[src/rtl/psc_pkg.sv]
// Package for the path slash normalizer: field widths, scan modes and the
// result and step structs. No dependencies.
package psc_pkg;

    // Field widths of the channels
    localparam int CODE_W    = 21;
    localparam int CHAR_BITS = 21;

    // Only the low CHAR_BITS bits of a character take part
    localparam logic [CODE_W-1:0] CHAR_MASK =
        (CHAR_BITS >= CODE_W) ? {CODE_W{1'b1}} : CODE_W'((64'd1 << CHAR_BITS) - 64'd1);

    localparam logic [CODE_W-1:0] SLASH_CHAR = CODE_W'(8'h2F);

    // Position within the current path
    typedef enum logic [2:0] {
        MODE_START = 3'd0,  // path start
        MODE_ROOT1 = 3'd1,  // one leading slash emitted
        MODE_ROOT2 = 3'd2,  // second leading slash held
        MODE_ROOT3 = 3'd3,  // three or more leading slashes seen
        MODE_BODY  = 3'd4,  // inside the path
        MODE_RUN   = 3'd5   // slash run held
    } t_scan_mode;

    // One result beat
    typedef struct packed {
        logic [CODE_W-1:0] out_char;
        logic              has_char;
        logic              path_end;
    } t_result;

    // Results caused by one input beat, in order res0 then res1
    typedef struct packed {
        logic [1:0] count;
        t_result    res0;
        t_result    res1;
    } t_step_out;

endpackage

[src/rtl/psc_if.sv]
// Valid/ready channel interfaces for the path slash normalizer.
// Depends on psc_pkg for the field widths.
interface psc_in_if;
    logic                      valid;
    logic                      ready;
    logic [psc_pkg::CODE_W-1:0] code_point;
    logic                      final_char;

    modport source (output valid, output code_point, output final_char, input ready);
    modport sink   (input valid, input code_point, input final_char, output ready);
endinterface

interface psc_out_if;
    logic                      valid;
    logic                      ready;
    logic [psc_pkg::CODE_W-1:0] out_char;
    logic                      has_char;
    logic                      path_end;

    modport source (output valid, output out_char, output has_char, output path_end,
                    input ready);
    modport sink   (input valid, input out_char, input has_char, input path_end,
                    output ready);
endinterface

[src/rtl/psc_step.sv]
// Next-mode and result logic for one character of a path.
// Depends on psc_pkg.
module psc_step (
    input  psc_pkg::t_scan_mode        i_mode,
    input  logic [psc_pkg::CODE_W-1:0] i_char,
    input  logic                       i_last,
    output psc_pkg::t_scan_mode        o_next_mode,
    output psc_pkg::t_step_out         o_step
);
    import psc_pkg::*;

    logic [CODE_W-1:0] c;
    logic              slash;
    t_scan_mode        mid_mode;
    logic [1:0]        n_mid;
    logic [CODE_W-1:0] ch0;
    logic [CODE_W-1:0] ch1;
    logic [1:0]        n_fin;
    logic [CODE_W-1:0] f0;
    logic [CODE_W-1:0] f1;
    logic              h0;
    logic              h1;

    assign c     = i_char & CHAR_MASK;
    assign slash = (c == SLASH_CHAR);

    // Per-mode update before end-of-path handling
    always_comb begin
        mid_mode = i_mode;
        n_mid    = 2'd0;
        ch0      = c;
        ch1      = c;
        case (i_mode)
            MODE_START: begin
                n_mid    = 2'd1;
                mid_mode = slash ? MODE_ROOT1 : MODE_BODY;
            end
            MODE_ROOT1: begin
                if (slash) begin
                    mid_mode = MODE_ROOT2;
                end else begin
                    n_mid    = 2'd1;
                    mid_mode = MODE_BODY;
                end
            end
            MODE_ROOT2: begin
                if (slash) begin
                    mid_mode = MODE_ROOT3;
                end else begin
                    n_mid    = 2'd2;
                    ch0      = SLASH_CHAR;
                    mid_mode = MODE_BODY;
                end
            end
            MODE_ROOT3: begin
                if (!slash) begin
                    n_mid    = 2'd1;
                    mid_mode = MODE_BODY;
                end
            end
            MODE_BODY: begin
                if (slash) begin
                    mid_mode = MODE_RUN;
                end else begin
                    n_mid = 2'd1;
                end
            end
            default: begin
                if (!slash) begin
                    n_mid    = 2'd2;
                    ch0      = SLASH_CHAR;
                    mid_mode = MODE_BODY;
                end else begin
                    mid_mode = MODE_RUN;
                end
            end
        endcase
    end

    // End of path: release a held root slash, or give a bare end mark
    always_comb begin
        n_fin       = n_mid;
        f0          = ch0;
        f1          = ch1;
        h0          = 1'b1;
        h1          = 1'b1;
        o_next_mode = mid_mode;
        if (i_last) begin
            o_next_mode = MODE_START;
            if (mid_mode == MODE_ROOT2) begin
                // held slash is the only result in this case
                n_fin = 2'd1;
                f0    = SLASH_CHAR;
            end else if (n_mid == 2'd0) begin
                n_fin = 2'd1;
                f0    = '0;
                h0    = 1'b0;
            end
        end
    end

    always_comb begin
        o_step.count         = n_fin;
        o_step.res0.out_char = f0;
        o_step.res0.has_char = h0;
        o_step.res0.path_end = i_last && (n_fin == 2'd1);
        o_step.res1.out_char = f1;
        o_step.res1.has_char = h1;
        o_step.res1.path_end = i_last;
    end

endmodule

[src/rtl/psc_obuf.sv]
// Two-entry result buffer: takes all results of one beat at once and
// drains them one per cycle while o_out is ready. Depends on psc_pkg and psc_if.
module psc_obuf (
    input  logic                 i_clk,
    input  logic                 i_rst_n,
    input  logic                 i_load_req,
    input  psc_pkg::t_step_out   i_step,
    output logic                 o_load,
    psc_out_if.source            o_out
);
    import psc_pkg::*;

    logic [1:0] r_cnt;
    logic [1:0] n_cnt;
    t_result    r_slot0;
    t_result    n_slot0;
    t_result    r_slot1;
    t_result    n_slot1;
    logic       pop;

    assign pop    = o_out.valid && o_out.ready;
    // Room when empty, or when the single held result leaves this cycle
    assign o_load = i_load_req && ((r_cnt == 2'd0) || ((r_cnt == 2'd1) && pop));

    // Next buffer contents
    always_comb begin
        n_cnt   = r_cnt;
        n_slot0 = r_slot0;
        n_slot1 = r_slot1;
        if (o_load) begin
            n_cnt   = i_step.count;
            n_slot0 = i_step.res0;
            n_slot1 = i_step.res1;
        end else if (pop) begin
            n_cnt   = r_cnt - 2'd1;
            n_slot0 = r_slot1;
        end
    end

    always_ff @(posedge i_clk) begin
        if (!i_rst_n) begin
            r_cnt <= 2'd0;
        end else begin
            r_cnt <= n_cnt;
        end
        r_slot0 <= n_slot0;
        r_slot1 <= n_slot1;
    end

    assign o_out.valid    = (r_cnt != 2'd0);
    assign o_out.out_char = r_slot0.out_char;
    assign o_out.has_char = r_slot0.has_char;
    assign o_out.path_end = r_slot0.path_end;

endmodule

[src/rtl/path_slash_collapse_top.sv]
// Path slash normalizer: usage notes
// i_in carries one path character per beat (code_point) with final_char set
// on the last character of the path. o_out carries the normalized path, one
// character per beat, with path_end set on its last beat; a path whose last
// character emits nothing ends with a beat with has_char 0 and out_char 0.
// A leading "//" is kept, three or more leading slashes become "/", later
// slash runs collapse to one and trailing slashes are dropped.
// A character goes through the input register and then the result buffer
// before it can appear on o_out.
// Throughput: one input beat per cycle while o_out does not stall and each beat
// gives at most one result; a beat that releases a held slash gives two results,
// drained through the single result port, and holds back the next input beat.
// Reset (synchronous, i_rst_n low) empties the input and result registers
// and returns the scan to path start. When o_out stalls, the two-entry result
// buffer and input register hold and i_in.ready falls; no beat is lost.
// Depends on psc_pkg, psc_if, psc_step and psc_obuf.
module path_slash_collapse_top (
    input  logic       i_clk,
    input  logic       i_rst_n,
    psc_in_if.sink     i_in,
    psc_out_if.source  o_out
);
    import psc_pkg::*;

    logic              r_in_valid;
    logic [CODE_W-1:0] r_in_char;
    logic              r_in_last;
    t_scan_mode        r_mode;
    t_scan_mode        step_next_mode;
    t_step_out         step_out;
    logic              load;
    logic              take;

    // Input register frees up whenever its beat moves into the result buffer
    assign i_in.ready = !r_in_valid || load;
    assign take       = i_in.valid && i_in.ready;

    always_ff @(posedge i_clk) begin
        if (!i_rst_n) begin
            r_in_valid <= 1'b0;
            r_mode     <= MODE_START;
        end else begin
            if (take) begin
                r_in_valid <= 1'b1;
            end else if (load) begin
                r_in_valid <= 1'b0;
            end
            if (load) begin
                r_mode <= step_next_mode;
            end
        end
        if (take) begin
            r_in_char <= i_in.code_point;
            r_in_last <= i_in.final_char;
        end
    end

    psc_step u_step (
        .i_mode      (r_mode),
        .i_char      (r_in_char),
        .i_last      (r_in_last),
        .o_next_mode (step_next_mode),
        .o_step      (step_out)
    );

    psc_obuf u_obuf (
        .i_clk      (i_clk),
        .i_rst_n    (i_rst_n),
        .i_load_req (r_in_valid),
        .i_step     (step_out),
        .o_load     (load),
        .o_out      (o_out)
    );

endmodule
[src/flat_wrapper.sv]
// flat-port wrapper written by rule: the top's interface ports become plain ports
module path_slash_collapse_top_flat import psc_pkg::*;
  (i_clk, i_rst_n, i_in_valid, i_in_code_point, i_in_final_char, i_in_ready, o_out_valid, o_out_out_char, o_out_has_char, o_out_path_end, o_out_ready);
  psc_in_if i_in_i ();
  psc_out_if o_out_i ();
  input  logic i_clk;
  input  logic i_rst_n;
  input wire logic [$bits(i_in_i.valid)-1:0] i_in_valid;
  input wire logic [$bits(i_in_i.code_point)-1:0] i_in_code_point;
  input wire logic [$bits(i_in_i.final_char)-1:0] i_in_final_char;
  output wire logic [$bits(i_in_i.ready)-1:0] i_in_ready;
  output wire logic [$bits(o_out_i.valid)-1:0] o_out_valid;
  output wire logic [$bits(o_out_i.out_char)-1:0] o_out_out_char;
  output wire logic [$bits(o_out_i.has_char)-1:0] o_out_has_char;
  output wire logic [$bits(o_out_i.path_end)-1:0] o_out_path_end;
  input wire logic [$bits(o_out_i.ready)-1:0] o_out_ready;
  assign i_in_i.valid = i_in_valid;
  assign i_in_i.code_point = i_in_code_point;
  assign i_in_i.final_char = i_in_final_char;
  assign i_in_ready = i_in_i.ready;
  assign o_out_valid = o_out_i.valid;
  assign o_out_out_char = o_out_i.out_char;
  assign o_out_has_char = o_out_i.has_char;
  assign o_out_path_end = o_out_i.path_end;
  assign o_out_i.ready = o_out_ready;
  path_slash_collapse_top u_core (.i_clk(i_clk), .i_rst_n(i_rst_n), .i_in(i_in_i), .o_out(o_out_i));
endmodule
[config.mk]
export PLATFORM = sky130hd
export DESIGN_NAME = path_slash_collapse_top_flat
export DESIGN_NICKNAME = d
export VERILOG_FILES = /design/src/rtl/psc_pkg.sv /design/src/rtl/psc_if.sv /design/src/rtl/psc_step.sv /design/src/rtl/psc_obuf.sv /design/src/rtl/path_slash_collapse_top.sv /design/src/flat_wrapper.sv
export SDC_FILE = /design/constraint.sdc
export NUM_CORES = 1
export LEC_CHECK = 0
export BUFFER_PORTS_ARGS = -buffer_cell sky130_fd_sc_hd__buf_2
export CELL_PAD_IN_SITES_DETAIL_PLACEMENT = 0
export CELL_PAD_IN_SITES_GLOBAL_PLACEMENT = 1
export CORE_MARGIN = 5
export CORE_UTILIZATION = 35
export CTS_BUF_LIST = sky130_fd_sc_hd__clkbuf_2 sky130_fd_sc_hd__clkbuf_4 sky130_fd_sc_hd__clkbuf_8
export CTS_CLUSTER_SIZE = 20
export DETAILED_ROUTE_END_ITERATION = 12
export GPL_TIMING_DRIVEN = 0
export PLACE_DENSITY = 0.66
export SLEW_MARGIN = 10
export SYNTH_ARGS = -nofsm -noshare
export SYNTH_HDL_FRONTEND = slang
export SYNTH_HIERARCHICAL = 1
export SYNTH_SLANG_ARGS = --single-unit
[constraint.sdc]
create_clock -name i_clk -period 3.4 [get_ports i_clk]
set_input_delay 0.17 -clock i_clk [delete_from_list [all_inputs] [get_ports i_clk]]
set_output_delay 0.17 -clock i_clk [all_outputs]
set_load 0.01 [all_outputs]
# --- Word-level counts from Yosys, hierarchy flattened ---
# Cells that the tools add are included.
# Widths: inputs -> output; s select.
totals:
  inputBits: 26
  regBits: 73
  wordCells: 63
  out_inout_bits: 25
classes:
  reduce_logical: 16
  n_eq_ne: 8
  mux: 28
  n_addsub: 1
op_table:
  columns: ["operator", "count"]
  rows:
  - ["$mux 21", 5]
  - ["$mux 23", 2]
  - ["$eq 21x6->1 const B", 1]
  - ["$mux 3", 6]
  - ["$pmux 3 s5", 1]
  - ["$mux 2", 6]
  - ["$eq 3x2->1 const B", 3]
  - ["$mux 1", 7]
  - ["$reduce_bool 2->1", 3]
  - ["$logic_and 1x1->1", 5]
  - ["$eq 2x1->1 const B", 2]
  - ["$logic_not 2->1", 2]
  - ["$pmux 2 s2", 1]
  - ["$reduce_or 4->1", 1]
  - ["$eq 3x1->1 const B", 1]
  - ["$eq 3x3->1 const B", 1]
  - ["$logic_not 3->1", 1]
  - ["$reduce_or 3->1", 1]
  - ["$logic_or 1x1->1", 2]
  - ["$sub 2x1->2 const B", 1]
  - ["$logic_not 1->1", 1]

# --- Depth between registers and ports, before layout ---
# Gate-level depths: netlist of the first run.
depth:
  word_depth: 10
  depth_mapped: 8
  depth_no_buf: 7

# --- Hierarchy ---
# Netlist of the first run, hierarchy kept.
by_module_without_submodules:
  columns: ["module", "seq_area_each_um2", "n_inst", "cells_per_inst", "area_per_inst_um2"]
  rows:
  - ["psc_obuf", 1421.4, 1, 93, 1906.8]
  - ["path_slash_collapse_top", 740.7, 1, 36, 822.0]
  - ["psc_step", 0.0, 1, 82, 533.0]

# --- Worst setup path after synthesis of the first run ---
# OpenSTA, ideal clock, no wires.
synth_timing:
  path_kind: "register to register"
  from: "register u_core.u_obuf.r_cnt[0]"
  to: "register u_core.r_in_char[0], enable pin"
  setup_ns: 0.352
  path_stages_with_launch: 9
  n_path_buf: 1
  arrival_ns: 2.175
  path_slack_ns: 0.874
  synth_period_minus_slack_ns: 2.526
  t_required_ns: 3.048
  cell_sequence: "dfxtp_1 -> inv_1 -> ha_1 -> a21o_4 -> nand2_4 -> buf_6 -> inv_1 -> nand2b_4 -> and2_2"
synth_between:
  elab_chain_cells: 7
  elab_cells_between_ends: 9
  classes_between: "1 x eq/ne; 8 x reduce/logical"
synth_lines:
  columns: ["item", "line_no", "text"]
  rows:
  - ["start: declaration", "psc_obuf.sv:13", "logic [1:0] r_cnt;"]
  - ["start signal: assignment", "psc_obuf.sv:44", "r_cnt <= n_cnt;"]
  - ["$reduce_bool 2->1", "psc_obuf.sv:50", "assign o_out.valid = (r_cnt != 2'd0);"]
  - ["$logic_and 1x1->1", "psc_obuf.sv:21", "assign pop = o_out.valid && o_out.ready;"]
  - ["$logic_and 1x1->1", "psc_obuf.sv:23", "assign o_load = i_load_req && ((r_cnt == 2'd0) || ((r_cnt == 2'd1) && pop));"]
  - ["$logic_or 1x1->1 *", "psc_obuf.sv:23", null]
  - ["$logic_and 1x1->1 *", "psc_obuf.sv:23", null]
  - ["named net u_core.load", "path_slash_collapse_top.sv:31", "logic load;"]
  - ["$logic_or 1x1->1 *", "path_slash_collapse_top.sv:35", "assign i_in.ready = !r_in_valid || load;"]
  - ["named net i_in_ready", "flat_wrapper.sv:11", "output wire logic [$bits(i_in_i.ready)-1:0] i_in_ready;"]
  - ["$logic_and 1x1->1 *", "path_slash_collapse_top.sv:36", "assign take = i_in.valid && i_in.ready;"]
  - ["named net u_core.take", "path_slash_collapse_top.sv:32", "logic take;"]
  - ["end signal: assignment", "path_slash_collapse_top.sv:53", "r_in_char <= i_in.code_point;"]
  - ["end: declaration", "path_slash_collapse_top.sv:26", "logic [CODE_W-1:0] r_in_char;"]
# Mark *: on every way through the listed nets, which the timed path passes. The rest lies on a longest branch.
# A chain may end at the register's enable or synchronous reset.

# --- Final worst setup path of the first run ---
layout_timing:
  from: "register u_core.u_obuf.r_cnt[0]"
  to: "register u_core.r_in_char[9], enable pin"
layout_between:
  elab_chain_cells: 7
  elab_cells_between_ends: 9
  classes_between: "1 x eq/ne; 8 x reduce/logical"
layout_lines:
  columns: ["item", "line_no"]
  rows:
  - ["$reduce_bool 2->1", "psc_obuf.sv:50"]
  - ["$logic_and 1x1->1", "psc_obuf.sv:21"]
  - ["$logic_and 1x1->1", "psc_obuf.sv:23"]
  - ["$logic_or 1x1->1 *", "psc_obuf.sv:23"]
  - ["$logic_and 1x1->1 *", "psc_obuf.sv:23"]
  - ["named net u_core.load", "path_slash_collapse_top.sv:31"]
  - ["$logic_or 1x1->1 *", "path_slash_collapse_top.sv:35"]
  - ["$logic_and 1x1->1 *", "path_slash_collapse_top.sv:36"]
  - ["named net u_core.take", "path_slash_collapse_top.sv:32"]
# Marks and branches as above.

==> results of run 1 <==
final cells by class:
class	count	area, um^2	area share, %
Sequential cell	74	2160	53.8
Tap cell	111	139	3.46
Inverter	9	33.8	0.841
Multi-Input combinational cell	101	860	21.4
Clock inverter	3	40.0	0.997
Clock buffer	13	154	3.83
Buffer	27	206	5.14
Timing Repair Buffer	67	420	10.5
registers in the layout, summed over array words and instances (netlist names), 2 cells and up:
signal                        cells
u_core/u_obuf/o_out.out_char     21
u_core/u_obuf/r_slot1            23
u_core/u_obuf/r_cnt               2
u_core/r_in_char                 21
u_core/r_mode                     3
power groups by stage:
stage	logic (W)	registers [W]	clock network, W
after global placement	0.000362	0.00120	0
after CTS	0.000382	0.00119	0.000698
after detailed placement	0.000367	0.00121	0
final	0.000373	0.00118	0.000669
after floorplan	0.000223	0.00122	0
after global routing	0.000408	0.00119	0.000739
layout by cell type (no fill, tap or decap), types with 2 or more instances in the layout:
cell type      instances
edfxtp_1              68
buf_2                 50
buf_4                 24
dlygate4sd3_1         17
mux2_4                17
nor2_1                15
and2_1                14
clkbuf_8               9
inv_1                  9
nor2b_1                6
dfxtp_1                6
mux2_2                 6
clkbuf_4               4
mux2i_1                3
a21oi_1                3
nor3_1                 3
nor4b_1                3
clkinv_2               2
and2_2                 2
buf_6                  2
ha_1                   2
nand2_1                2
routing by layer:
metal,part of all wire [%],track usage (%),up-vias
met4,2.1,5.94,0
met2,52,18.1,34
met3,3.6,2.49,10
li1,-,-,898
met1,42,13.0,852
met5,0,0,-
worst register-to-register path: stages (launching register included):
cell      delay (ns)
dfxtp_1         0.35
inv_1           0.07
ha_1            0.23
a21o_4          0.13
nand2_4         0.10
buf_6           0.19
inv_1           0.85
nand2b_4        0.31
and2_2          0.53
metrics by stage:
step / worst slack, ns / instance area [um^2] / instances / total power (W)
floorplan: 0.874 / 3260 / 211 / 0.00145
global placement: 0.256 / 3650 / 372 / 0.00156
detailed placement: 0.217 / 3650 / 372 / 0.00157
CTS: 0.197 / 4020 / 405 / 0.00227
global route: 0.0289 / 4020 / 405 / 0.00234
finish: 0.266 / 4020 / 405 / 0.00222
how the worst max path moves through the flow:
stage	from	slack (ns)	end	cells after the start
final	u_core/u_obuf/r_cnt[0]	0.27	u_core/r_in_char[9]	8
after global routing	u_core/u_obuf/r_cnt[0]	0.03	u_core/r_in_char[9]	8
after CTS	u_core/u_obuf/r_cnt[0]	0.20	u_core/r_in_char[9]	7
after detailed placement	u_core/u_obuf/r_cnt[0]	0.22	u_core/r_in_char[14]	8
after global placement	u_core/u_obuf/r_cnt[0]	0.26	u_core/r_in_char[13]	8
after floorplan	u_core/u_obuf/r_cnt[0]	0.87	u_core/r_in_char[0]	8
logic make-up after synthesis:
group	Yosys count	share of synthesized area, %
DFF	74	66.3
muxes	26	10.8
other	1	0.115
adders and majority gates	2	0.767
xor gates and xnor gates	1	0.269
and+or+nand+nor	59	11.5
AOI/OAI and AO/OA	12	2.88
buffers and inverters	36	7.36
==> impl_metrics.toml, run 1 <==
[outcome]
status = "completed"

[synth]
syn_area_per_cell_um2 = 15.5
synthCells = 211
synth_top_area_share_pct = 62.6
synthTopCellsByArea = "edfxtp_1 (63%), mux2_4 (7.8%), buf_4 (5.5%), dfxtp_1 (3.7%), and2_1 (2.7%)"
synth.most_common_cell = "edfxtp_1"
syn-num-nets = 239
synth_top_area_cell = "edfxtp_1"
synth_top_cells_by_count = "edfxtp_1 (68), buf_4 (24), mux2_4 (17)"
synth.distinct_cells = 43
yosysWarnings = 6
ys.flop_type = "edfxtp_1"
ys_seq_area_share_pct = 66.3
synth_edf_count = 68
ys_ff_latch = 74
syn_area_mm2 = 0.00326
synthArstFlopShare_pct = 0

[clock_tree]
cts_num_sinks = 74
postCtsResizedCells = 0
holdBufCountCts = 17
ctsRootBufferMaster = "clkbuf_8"
clk_pin_slew_ns = 0.07
clock_path_buffers = 2
cts_buffers = 9
h-tree-depth = 3
cts_setup_buffers = 0
cts_tree = "yes"
clk_latency_ns = 0.33

[critical_path]
crit_required_ns = 3.37
regToRegStartpoint = "u_core/u_obuf/r_cnt[0]"
endpoint_kind = "register"
path_class = "register to register"
critPathTopFamily = "buffers and inverters"
cpMostUsedCell = "inv_1"
cp.arrival_ns = 3.10
slowest_delay_ns = 0.85
cp_max_fo = 27
rrSetupSlack_ns = 0.27
reg2reg_depth = 8
cpMaxStageDelayCell = "inv_1"
critPathLaunchType = "register"
cp_cell_sequence = "inv_1 > ha_1 > a21o_4 > nand2_4 > buf_6 > inv_1 > nand2b_4 > and2_2"
reg2reg_to = "u_core/r_in_char[9]"
cp_num_buf_inv = 3

[drt]
wl_per_cell_um = 14.2
via_per_inst = 4.43
drcViolationCount = 0
wl_mm = 5.77
drt_pass1_iterations = 4
ant_nets = 0
dr.first_iter.drc_count = 53
vias = 1794

[floorplanning]
ios = 51
die_area_mm2 = 0.0114
die_width_um = 107
std_cell_rows = 35
die_y_um = 107
core_mm2 = 0.00915
initial_core_util_pct = 35.6

[layout]
area_delta_synth_final_pct = 23.1
antenna_cells = 0
num-fill-cells = 856
post-route-util_pct = 43.9
layout.nets = 317
drive_above_1_share_pct = 42.2

[power]
p_sw_share_pct = 23.5
combPwrFrac_pct = 16.8
p_sw_w = 0.000524
p_seq_share_pct = 53.2
p_per_area_mw_per_mm2 = 554
p_clk_share_pct = 30.1
p_leak_nw = 1.59
p_int_w = 0.00170
ir_worst_vdd_mv = 0.167

[min_path]
holdCritPathClass = "input pin to register"
min_to = "u_core/r_in_char[9]"
min_from = "i_in_code_point[9]"
holdPathStages = 1

[placement]
dpl.hpwl_mm = 3.86
gp_congestion = 0.758
numPortBuffers = 50

[sta]
period_needed_ns = 3.13
max_freq_ghz = 0.319
finalHoldViolCount = 0
tns_ns = 0
slew_headroom_pct = 22.1
finalCritPeriodShare_pct = 92.2
setup_viol = 0
skew_ns = 0.00570
finalMaxSlewViolations = 0
tightestPinTransition_ns = 1.17
hold_ws_ns = 0.0193
rsz0062_at_grt = "no"

[global_route]
antenna_found_initial = 0
grt_pass1_wl_mm = 9.34
grt_usage_pct = 10.9
grt_max_degree = 28
overflow = 0
grt_pass1_vias = 1848

[run]
cap_viol_max_count = 0
Power figures use the tool's default switching activity.
==> run 2: changes to the inputs <==
--- a/config.mk
+++ b/config.mk
@@ -10,7 +10,6 @@
 export CELL_PAD_IN_SITES_GLOBAL_PLACEMENT = 1
 export CORE_MARGIN = 5
 export CORE_UTILIZATION = 35
-export CTS_BUF_LIST = sky130_fd_sc_hd__clkbuf_2 sky130_fd_sc_hd__clkbuf_4 sky130_fd_sc_hd__clkbuf_8
 export CTS_CLUSTER_SIZE = 20
 export DETAILED_ROUTE_END_ITERATION = 12
 export GPL_TIMING_DRIVEN = 0
==> run 2 against run 1 <==
Compared with the run above: hold slack is essentially flat; utilization is 0.16 points lower; critical path type unchanged; first-iteration DRC count down 9.4%.
==> impl_metrics.toml, run 2 (same netlist as run 1, synthesis figures left out) <==
[min_path]
holdCritPathClass = "input pin to register"

[layout]
layout_common_cells = "edfxtp_1 (68), buf_2 (50), buf_4 (24)"
num-fill-cells = 861
multi_input_area_um2 = 860
regArea_mm2 = 0.00216
drive_above_1_share_pct = 40.8
final_common_cell = "edfxtp_1"
largest_register_ffs = 23
post-route-util_pct = 43.7
regMostFlops = "u_core/u_obuf/r_slot1"
layout.nets = 317
area_delta_synth_final_pct = 22.6
antenna_cells = 0

[floorplanning]
core_mm2 = 0.00915
std_cell_rows = 35
die_width_um = 107
initial_core_util_pct = 35.6
die_area_mm2 = 0.0114
ios = 51
die_y_um = 107

[sta]
tns_ns = 0
hold_ws_ns = 0.0194
finalMaxSlewViolations = 0
finalHoldViolCount = 0
rsz0062_at_grt = "no"
setup_viol = 0
skew_ns = 0.00631
slew_headroom_pct = 22.5
tightestPinTransition_ns = 1.16
max_freq_ghz = 0.320
finalCritPeriodShare_pct = 92.0
period_needed_ns = 3.13

[power]
p_seq_share_pct = 53.9
p_per_area_mw_per_mm2 = 549
p_int_w = 0.00167
p_leak_nw = 1.58
p_sw_share_pct = 23.9
ir_worst_vdd_mv = 0.168
combPwrFrac_pct = 17.0
p_clk_share_pct = 29.1
p_sw_w = 0.000525

[global_route]
grt_pass1_wl_mm = 9.34
overflow = 0
grt_pass1_vias = 1848
grt_max_degree = 28
antenna_found_initial = 0
grt_usage_pct = 10.9

[clock_tree]
cts_buffers = 9
cts_setup_buffers = 0
clk_latency_ns = 0.33
cts_tree = "yes"
clk_pin_slew_ns = 0.07
h-tree-depth = 3
clock_path_buffers = 2
cts_num_sinks = 74
ctsRootBufferMaster = "clkbuf_8"

[outcome]
status = "completed"

[drt]
drt_pass1_iterations = 4
vias = 1803
wl_mm = 5.79
wl_per_cell_um = 14.3
ant_nets = 0
dr.first_iter.drc_count = 48
via_per_inst = 4.45
drcViolationCount = 0

[critical_path]
cpMaxStageDelayCell = "inv_1"
cp_cell_sequence = "inv_1 > ha_1 > a21o_4 > nand2_4 > buf_6 > inv_1 > nand2b_4 > and2_2"
cp_max_fo = 27
cp.arrival_ns = 3.10
critPathLaunchType = "register"
crit_required_ns = 3.37
slowest_delay_ns = 0.84
cpMostUsedCell = "inv_1"
endpoint_kind = "register"
path_class = "register to register"

[placement]
gp_congestion = 0.758
numPortBuffers = 50
dpl.hpwl_mm = 3.86

[run]
cap_viol_max_count = 0
run 2: path summary, 6_finish.rpt:
| check | startpoint | end | cells after the start | slack (ns) |
|---|---|---|---|---|
| max | u_core/u_obuf/r_cnt[0] | u_core/r_in_char[9] | 8 | 0.27 |
| min | i_in_code_point[9] | u_core/r_in_char[9] | 1 | 0.02 |
| max reg2reg | u_core/u_obuf/r_cnt[0] | u_core/r_in_char[9] | 8 | 0.27 |
| min reg2reg | u_core/u_obuf/r_slot1[1] | u_core/u_obuf/o_out.has_char | 1 | 0.54 |
run 2: layout make-up:
class	instances	share of cell area, %
Clock inverter	3	1.00
Multi-Input combinational cell	101	21.5
Sequential cell	74	54.1
Timing Repair Buffer	67	10.5
Inverter	9	0.845
Tap cell	111	3.47
Buffer	27	5.16
Clock buffer	13	3.47
run 2: timing repair:
item / in CTS / in global routing
setup endpoints to repair: 0 / 0
hold buffers: 17 / 0
resized for setup: 0 / 0
endpoints found under the hold margin: 17 / 0
run 2: power groups by stage:
stage / clock network, W / registers (W) / logic (W)
after floorplan: 0 / 0.00122 / 0.000223
final: 0.000639 / 0.00118 / 0.000373
after global routing: 0.000708 / 0.00119 / 0.000408
after CTS: 0.000666 / 0.00119 / 0.000382
after detailed placement: 0 / 0.00121 / 0.000367
after global placement: 0 / 0.00120 / 0.000362
run 2: worst max-delay path: cells and delay by family (launching register included):
| family | cells | cell delay, ns |
|---|---|---|
| DFF | 1 | 0.35 |
| adders and majority gates | 1 | 0.23 |
| and+or+nand+nor | 3 | 0.94 |
| buffers and inverters | 3 | 1.10 |
| AOI/OAI and AO/OA | 1 | 0.13 |
run 2: metal layers:
metal / track usage [%] / up-vias / share of wire (%)
met1: 13.0 / 860 / 42
met5: 0 / - / 0
met3: 2.49 / 10 / 4.2
met2: 18.1 / 36 / 52
met4: 5.94 / 0 / 2.1
li1: - / 897 / -
run 2: per-stage QoR:
stage,setup slack [ns],cell area (um^2),total power [W],cells
finish,0.271,4000,0.00219,405
global route,0.0270,4000,0.00231,405
CTS,0.194,4000,0.00223,405
detailed placement,0.217,3650,0.00157,372
global placement,0.256,3650,0.00156,372
floorplan,0.874,3260,0.00145,211
==> run 3: changes to the inputs <==
--- a/config.mk
+++ b/config.mk
@@ -6,14 +6,14 @@
 export NUM_CORES = 1
 export LEC_CHECK = 0
 export BUFFER_PORTS_ARGS = -buffer_cell sky130_fd_sc_hd__buf_2
-export CELL_PAD_IN_SITES_DETAIL_PLACEMENT = 0
-export CELL_PAD_IN_SITES_GLOBAL_PLACEMENT = 1
+export CELL_PAD_IN_SITES_DETAIL_PLACEMENT = 1
+export CELL_PAD_IN_SITES_GLOBAL_PLACEMENT = 2
 export CORE_MARGIN = 5
 export CORE_UTILIZATION = 35
 export CTS_CLUSTER_SIZE = 20
 export DETAILED_ROUTE_END_ITERATION = 12
 export GPL_TIMING_DRIVEN = 0
-export PLACE_DENSITY = 0.66
+export PLACE_DENSITY = 0.75
 export SLEW_MARGIN = 10
 export SYNTH_ARGS = -nofsm -noshare
 export SYNTH_HDL_FRONTEND = slang
==> run 3 against run 2 <==
Compared with the run above: clock-buffer cell count fell by 2; worst setup slack better by 0.082 ns; hold slack got worse by 0.0060 ns; utilization shrank 0.26 points; global-route usage increased by 0.16 points; sequential power is essentially flat; maximum frequency rose by 2.7%; combinational power hardly changed; total power down 0.44%; sequential share of layout area rose by 0.32 points; critical endpoint is now u_core/r_in_char[4].
==> impl_metrics.toml, run 3 (same netlist as run 1, synthesis figures left out) <==
[floorplanning]
initial_core_util_pct = 35.6
die_width_um = 107
std_cell_rows = 35
ios = 51
core_mm2 = 0.00915
die_y_um = 107
die_area_mm2 = 0.0114

[placement]
dpl.hpwl_mm = 4.26
numPortBuffers = 50
pre_cts_slack_ns = 0.257
placed_cells = 372
gp_congestion = 0.780

[global_route]
grt_pass1_vias = 1932
antenna_found_initial = 0
grt_usage_pct = 11.0
grt_max_degree = 28
overflow = 0
grt_pass1_wl_mm = 9.58

[clock_tree]
cts_num_sinks = 74
cts_tree = "yes"
holdBufCountCts = 9
h-tree-depth = 3
clk_pin_slew_ns = 0.07
clk_latency_ns = 0.34
cts_buffers = 9
cts_setup_buffers = 0
ctsRootBufferMaster = "clkbuf_8"
clock_path_buffers = 2
postCtsResizedCells = 0

[sta]
skew_ns = 0.00906
finalCritPeriodShare_pct = 89.6
finalMaxSlewViolations = 0
setup_viol = 0
hold_ws_ns = 0.0134
slew_headroom_pct = 22.9
tightestPinTransition_ns = 1.16
fin_ws_ns = 0.353
max_freq_ghz = 0.328
tns_ns = 0
rsz0062_at_grt = "no"
finalHoldViolCount = 0
period_needed_ns = 3.05

[layout]
drive_above_1_share_pct = 41.2
multi_input_area_um2 = 860
final_common_cell = "edfxtp_1"
final_cells = 402
regMostFlops = "u_core/u_obuf/r_slot1"
layout_common_cells = "edfxtp_1 (68), buf_2 (50), buf_4 (24)"
layout.nets = 315
largest_register_ffs = 23
num-fill-cells = 926
area_delta_synth_final_pct = 21.9
antenna_cells = 0
regArea_mm2 = 0.00216

[drt]
wl_per_cell_um = 14.8
drt_pass1_iterations = 4
drcViolationCount = 0
wl_mm = 5.96
ant_nets = 0
vias = 1817
dr.first_iter.drc_count = 51
via_per_inst = 4.52

[outcome]
status = "completed"

[critical_path]
critPathLaunchType = "register"
path_class = "register to register"
reg2reg_depth = 8
endpoint_kind = "register"
crit_required_ns = 3.37
cp_max_fo = 27
rrSetupSlack_ns = 0.35
cp.arrival_ns = 3.02

[power]
combPwrFrac_pct = 17.2
p_sw_share_pct = 24.0
p_seq_share_pct = 54.2
ir_worst_vdd_mv = 0.206
p_leak_nw = 1.57
p_int_w = 0.00166
p_sw_w = 0.000524
p_clk_share_pct = 28.7
p_per_area_mw_per_mm2 = 549
power_w = 0.00218

[run]
cap_viol_max_count = 0

[min_path]
holdCritPathClass = "input pin to register"
holdPathStages = 1
run 3: cell count changes in the layout (fill, tap and decap cells not counted), sizes merged:
cell,previous run,this run
clkinv,2,3
dlygate4sd3,17,15
clkbuf,14,12
run 3: path summary, 6_finish.rpt:
check | start | to
hold reg to reg | u_core/r_mode[0] | u_core/r_mode[0]
setup / recovery | u_core/u_obuf/r_cnt[0] | u_core/r_in_char[4]
hold / removal | i_in_code_point[5] | u_core/r_in_char[5]
setup reg to reg | u_core/u_obuf/r_cnt[0] | u_core/r_in_char[4]
run 3: stage by stage:
stage	instance area, um^2	util (%)
global placement	3650	39.9
CTS	3920	42.8
finish	3980	43.4
detailed placement	3650	39.9
floorplan	3260	-
global route	3980	43.4
run 3: critical path: stages, from the launching register on:
cell and delay [ns]:
dfxtp_1 0.34, inv_1 0.06, ha_1 0.22, a21o_4 0.13, nand2_4 0.10, buf_6 0.19, inv_1 0.81, nand2b_4 0.30
and2_2 0.51
run 3: final cells by class:
| cell class | instances | area share, % |
|---|---|---|
| Clock inverter | 4 | 1.10 |
| Sequential cell | 74 | 54.4 |
| Buffer | 27 | 5.19 |
| Inverter | 9 | 0.850 |
| Clock buffer | 11 | 3.30 |
| Timing Repair Buffer | 65 | 10.1 |
| Tap cell | 111 | 3.49 |
| Multi-Input combinational cell | 101 | 21.6 |
run 3: power groups by stage:
stage                     Sequential [W]  Clock (W)  Combinational, W
after global routing             0.00120   0.000693          0.000407
after global placement           0.00120          0          0.000365
after floorplan                  0.00122          0          0.000223
after detailed placement         0.00121          0          0.000372
final                            0.00118   0.000627          0.000375
after CTS                        0.00119   0.000650          0.000380
run 3: layer usage:
metal / routed length [um] / vias to the layer above / global-route usage [%]
met2: 3120 / 40 / 19.1
li1: - / 893 / -
met5: 0 / - / 0
met3: 252 / 11 / 2.49
met4: 111 / 0 / 4.66
met1: 2480 / 873 / 13.2
